==> config.mk <==
export PLATFORM = sky130hd
export DESIGN_NAME = vaar_fifo
export DESIGN_NICKNAME = d
export VERILOG_FILES = /design/src/sv/vaar_pkg.sv /design/src/sv/vaar_fifo.sv
export SDC_FILE = /design/constraint.sdc
export NUM_CORES = 1
export LEC_CHECK = 0
export BUFFER_PORTS_ARGS = -buffer_cell sky130_fd_sc_hd__buf_2
export CAP_MARGIN = 10
export CORE_MARGIN = 2
export CORE_UTILIZATION = 30
export CTS_BUF_LIST = sky130_fd_sc_hd__clkbuf_4 sky130_fd_sc_hd__clkbuf_8
export DETAILED_ROUTE_END_ITERATION = 6
export PLACE_DENSITY = 0.48
export SYNTH_ARGS = -nofsm -noshare
export SYNTH_HDL_FRONTEND = slang
export SYNTH_SLANG_ARGS = --single-unit
==> constraint.sdc <==
create_clock -name clock -period 7.4 [get_ports clock]
set_clock_uncertainty 0.05 [all_clocks]
set_input_delay 1.11 -clock clock [delete_from_list [all_inputs] [get_ports clock]]
set_output_delay 1.11 -clock clock [all_outputs]
set_load 0.02 [all_outputs]
==> src/sv/vaar_pkg.sv <==
`timescale 1ns / 1ps
// ----------------------------------------------------------------------------
// vaar_pkg
// types and constants shared by the axis-angle rotate block
// ----------------------------------------------------------------------------
package vaar_pkg;

   localparam int ATAN_ENTRIES = 24;
   localparam int FIFO_DEPTH   = 4;
   localparam int FIFO_AW      = 2;

   localparam logic signed [33:0] CORDIC_START = 34'sd652032874;
   localparam logic signed [34:0] Q30_ONE      = 35'sd1073741824;

   // atan(2^-i) in units of 2^-32 turn
   localparam logic signed [32:0] ATAN_TURNS [ATAN_ENTRIES] = '{
      33'sd536870912, 33'sd316933406, 33'sd167458907, 33'sd85004756,
      33'sd42667331,  33'sd21354465,  33'sd10679838,  33'sd5340245,
      33'sd2670163,   33'sd1335087,   33'sd667544,    33'sd333772,
      33'sd166886,    33'sd83443,     33'sd41722,     33'sd20861,
      33'sd10430,     33'sd5215,      33'sd2608,      33'sd1304,
      33'sd652,       33'sd326,       33'sd163,       33'sd81
   };

   typedef enum logic [1:0] {
      QUAD_0 = 2'd0,
      QUAD_1 = 2'd1,
      QUAD_2 = 2'd2,
      QUAD_3 = 2'd3
   } quad_type;

   typedef struct packed {
      logic signed [31:0] vec_x;
      logic signed [31:0] vec_y;
      logic signed [31:0] vec_z;
      logic signed [15:0] axis_x;
      logic signed [15:0] axis_y;
      logic signed [15:0] axis_z;
      logic signed [33:0] cos_v;
      logic signed [33:0] sin_v;
   } trig_item_type;

endpackage

==> src/sv/vaar_fifo.sv <==
`timescale 1ns / 1ps
// ----------------------------------------------------------------------------
// vaar_fifo
// short queue between the trig front and the matrix back
// ----------------------------------------------------------------------------
module vaar_fifo (
   input  logic                    clock,
   input  logic                    reset,
   input  logic                    push,
   input  vaar_pkg::trig_item_type push_data,
   output logic                    full,
   input  logic                    pop,
   output logic                    not_empty,
   output vaar_pkg::trig_item_type pop_data
);
   import vaar_pkg::*;

   trig_item_type        mem_ff [FIFO_DEPTH];
   logic [FIFO_AW-1:0]   wr_ff, wr_in;
   logic [FIFO_AW-1:0]   rd_ff, rd_in;
   logic [FIFO_AW:0]     cnt_ff, cnt_in;

   assign full      = (cnt_ff == FIFO_AW'(0) + (FIFO_AW+1)'(FIFO_DEPTH));
   assign not_empty = (cnt_ff != '0);
   assign pop_data  = mem_ff[rd_ff];

   always_comb begin
      wr_in  = push ? wr_ff + 1'b1 : wr_ff;
      rd_in  = pop ? rd_ff + 1'b1 : rd_ff;
      cnt_in = cnt_ff + (FIFO_AW+1)'(push) - (FIFO_AW+1)'(pop);
   end

   always_ff @(posedge clock) begin
      if (reset) begin
         wr_ff  <= '0;
         rd_ff  <= '0;
         cnt_ff <= '0;
      end else begin
         wr_ff  <= wr_in;
         rd_ff  <= rd_in;
         cnt_ff <= cnt_in;
      end
      if (push) begin
         mem_ff[wr_ff] <= push_data;
      end
   end

endmodule

# After elaboration in Yosys (flattened, before gate mapping)
# Memories as Yosys holds them, arrays and structs flattened. A register that Yosys moved wholly into a read port is not among the register bits.
# Index checks and enable logic that the tools add are counted.
dict set report word_totals {
  out_inout_bits 214
  mem_bits_rw 848
  memories 1
  input_bits 216
  elab_cells 14
  register_bits 7
}
# name depth width rd rd_ports_with_merged_regs write_ports line
set memory_table {}
lappend memory_table {mem_ff 4 212 1 1 1 vaar_fifo.sv:18} ;# trig_item_type mem_ff [FIFO_DEPTH];
dict set report classes {
  eq_ne 1
  n_reduce_logical 1
  n_mux 4
  n_addsub 4
}
# operator n
set op_table {}
lappend op_table {{adder 2 x 1 -> 2 bit, second input constant} 2}
lappend op_table {{2-to-1 mux 2 bit} 2}
lappend op_table {{adder 3 x 1 -> 3 bit} 1}
lappend op_table {{equality test 3 bit, second input constant} 1}
lappend op_table {{nonzero test 3 bit} 1}
lappend op_table {{subtractor 3 x 1 -> 3 bit} 1}
lappend op_table {{2-to-1 mux 1 bit} 2}

# Depth between registers and ports, before layout
dict set report depth {
  word_depth 3
  ltp_mapped 7
  ltp_nobuf 7
}

# Worst setup path before layout
# Ideal clock, no wire load.
dict set report synth_path {
  path_kind {input to register}
  startpoint {in push}
  endpoint {mem mem_ff[0][0] (netlist name) (enable)}
  required_time_ns 6.752
  path_slack_ns 0.837
  setup_ns 0.598
  n_path_buf 0
  cell_stages 1
  arrival_time_ns 5.915
  path_cell_list {and2_1}
}
dict set report synth_between {
  elab_chain_cells 2
}
# element line
set synth_lines {}
lappend synth_lines {{start: declaration} vaar_fifo.sv:9} ;# input logic push,
lappend synth_lines {{2-to-1 mux 1 bit} vaar_fifo.sv:43} ;# if (push) begin
lappend synth_lines {{2-to-1 mux 1 bit (implied by the code)} vaar_fifo.sv:44} ;# mem_ff[wr_ff] <= push_data;
lappend synth_lines {{end: declaration} vaar_fifo.sv:18}
# No other way between the ends.

==> out/qor.yml <==
vdd_ir_drop_max_uv: 146
detail_route.drc_violations: 0
rsz0062_at_grt: "false"
synth_edf_count: 848
min_period_ns: 4.46
clock_tree_from_tritoncts: "yes"
synth_seq_cells: 857
vias_per_cell: 4.44
grt.overflow.total: 0
crit_required_ns: 6.24
synth_largest_area_cell: "sky130_fd_sc_hd__edfxtp_1"
initialDrtViolationCount: 818
switching_power_mw: 2.65
maxClockFrequency_mhz: 224
syn_avg_cell_area_um2: 27.0
grt_pass1_vias: 15498
avgRoutedWirePerCell_um: 21.0
core_area_mm2: 0.103
floorplan.die.width_um: 326
timing.hold.worst.start: "push_data[92]"
worstSetupStartpointType: "flop"
io_pins: 430
clock_power_share_pct: 38.5
p_int_mw: 8.37
timing.critical_path.buf_inv: 2
pwr_density_cell_mw_per_mm2: 292
drive_above_1_share_pct: 49.9
worst_path_max_delay_cell: "sky130_fd_sc_hd__dfxtp_4"
drv_cap: 0
final_common_cell: "sky130_fd_sc_hd__edfxtp_1"
critPathArrivalTime_ns: 3.30
worst_slew_pin_slew_ns: 1.14
worstPathCellList: "buf_12 -> mux4_2 -> buf_2"
worstSkewPairLatency_ns: 0.79
final-hold-violation-count: 0
numPortBuffers: 429
initial_utilization_pct: 30.1
area.growth.synth_to_final_pct: 21.6
grt.total_usage_pct: 12.6
die_height_um: 326
top_cell_type_s_share_of_synthesized_area_pct: 82.0
mappedNetlistArea_mm2: 0.0310
critPathTopFamily: "flip-flops"
end_kind: "primary output"
power_leakage_nw: 12.5
setup_viol: 0
status: "finished, final reports clean"
cts.sink_count: 857
p_seq_share_pct: 51.3
antenna_found_initial: 21
ys_types: 21
post_synth_main_area_contributors: "sky130_fd_sc_hd__edfxtp_1 (82%), sky130_fd_sc_hd__mux4_2 (15%), sky130_fd_sc_hd__buf_6 (0.73%), sky130_fd_sc_hd__dfxtp_1 (0.58%), sky130_fd_sc_hd__buf_2 (0.37%)"
post-cts-setup-buffers: 0
synth_fp_nets: 1373
cts.repair.resized: 0
post-route-period-util_pct: 60.3
grt_first_pass_wirelength_um: 99400
netSwitchingFraction_pct: 24.0
min-delay-path-class: "input port to flop"
dominantRegCellSynth: "sky130_fd_sc_hd__edfxtp_1"
fp.dieArea_mm2: 0.106
cts_htree_levels: 4
fin_worst_hold_slack_ns: 0.464
rows: 118
layout_common_cells: "sky130_fd_sc_hd__edfxtp_1 (848), sky130_fd_sc_hd__buf_2 (429), sky130_fd_sc_hd__mux4_2 (212)"
num-fill-cells: 9611
cts_root_buffer: "sky130_fd_sc_hd__clkbuf_8"
yosysWarnings: 0
finalNetCount: 1922
relSlewSlack_pct: 23.9
drt.antenna.violating_nets: 0
gp_congestion: 0.693
path_max_fanout: 107
vias: 14204
finalMaxSlewViolations: 0
worstSetupPathType: "flop to primary output"
detail_route.wirelength_um: 67100
ctsHoldBuffers: 0
slowest_delay_ns: 0.92
grt_max_degree: 109
number_of_buffers_on_the_longest_clock_path: 3
detailedRoute.firstPassIterationCount: 4
layout.area.seq_mm2: 0.0257
ys_seq_area_share_pct: 82.6
postSynthCellCount: 1150
combPwrFrac_pct: 10.2
r2r-start: "wr_ff[0]"
multiInputGateArea_mm2: 0.00502
async_flop_share_pct: 0
tritoncts.num_buffers: 150
hpwl_um: 38400
setup_total_negative_slack_ns: 0
cts.reportedPaths.clkPinSlew_ns: 0.06
## cells by family (layout without fill, tap and decap cells)
family	after synthesis	after routing	share of synthesized area (%)
other	0	7	0
XOR/XNOR	3	3	0.133
AND/OR/NAND/NOR	14	14	0.246
adder cells (fa/ha/maj)	7	7	0.306
AO/OA/AOI/OAI	2	2	0.0483
multiplexers	213	213	15.4
buffers and inverters	54	715	1.27
flip-flops	857	857	82.6
## through the flow
stage                     power, mW  instances  worst slack [ns]  util, %  cell area, µm²
after floorplan                6.50       1150             0.837        -           31000
after global placement         6.89       2927              3.72     33.7           34800
after detailed placement       6.91       2927              3.73     33.7           34800
after CTS                      11.2       3191              2.80     36.6           37700
after global routing           11.5       3195              2.70     36.6           37700
final                          11.0       3198              2.94     36.6           37700
## cell type report
cell class / count / share of cell area (%)
Antenna cell: 7 / 0.0464
Clock buffer: 210 / 6.71
Clock inverter: 54 / 1.10
Inverter: 6 / 0.0597
Multi-Input combinational cell: 239 / 13.3
Sequential cell: 857 / 68.0
Tap cell: 1380 / 4.57
Timing Repair Buffer: 445 / 6.24
## synth_stat cells (2+ instances only)
cell,number
sky130_fd_sc_hd__and2_1,4
sky130_fd_sc_hd__inv_1,6
sky130_fd_sc_hd__nor2_1,5
sky130_fd_sc_hd__clkbuf_1,4
sky130_fd_sc_hd__nor2b_1,2
sky130_fd_sc_hd__dfxtp_1,9
sky130_fd_sc_hd__edfxtp_1,848
sky130_fd_sc_hd__ha_1,6
sky130_fd_sc_hd__buf_6,20
sky130_fd_sc_hd__xnor2_1,2
sky130_fd_sc_hd__mux4_2,212
sky130_fd_sc_hd__buf_2,23
## power by group through the flow
stage	Clock [mW]	Sequential (mW)	Combinational [mW]
global placement	0	5.74	1.15
global route	4.62	5.67	1.21
finish	4.24	5.65	1.12
floorplan	0	5.76	0.734
detailed placement	0	5.76	1.16
CTS	4.42	5.66	1.16
## routing by layer
layer / global-route usage [%] / vias to the layer above / share of wire, %
met5: 0 / - / 0.26
li1: - / 6141 / -
met4: 4.53 / 28 / 2.2
met3: 5.76 / 146 / 9.0
met1: 15.1 / 7424 / 40
met2: 20.1 / 465 / 49
## state kept, by name, summed over array words and instances (netlist names), named ones only
register	count
rd_ff	2
wr_ff	2
cnt_ff	3
mem_ff	848
## worst paths after layout
path | to | slack [ns] | cells after the start
min reg2reg | rd_ff[1] | 0.48 | 2
min | mem_ff[0][92] | 0.46 | 1
max | pop_data[116] | 2.94 | 3
max reg2reg | mem_ff[3][151] | 4.73 | 3
Power figures use the tool's default switching activity.
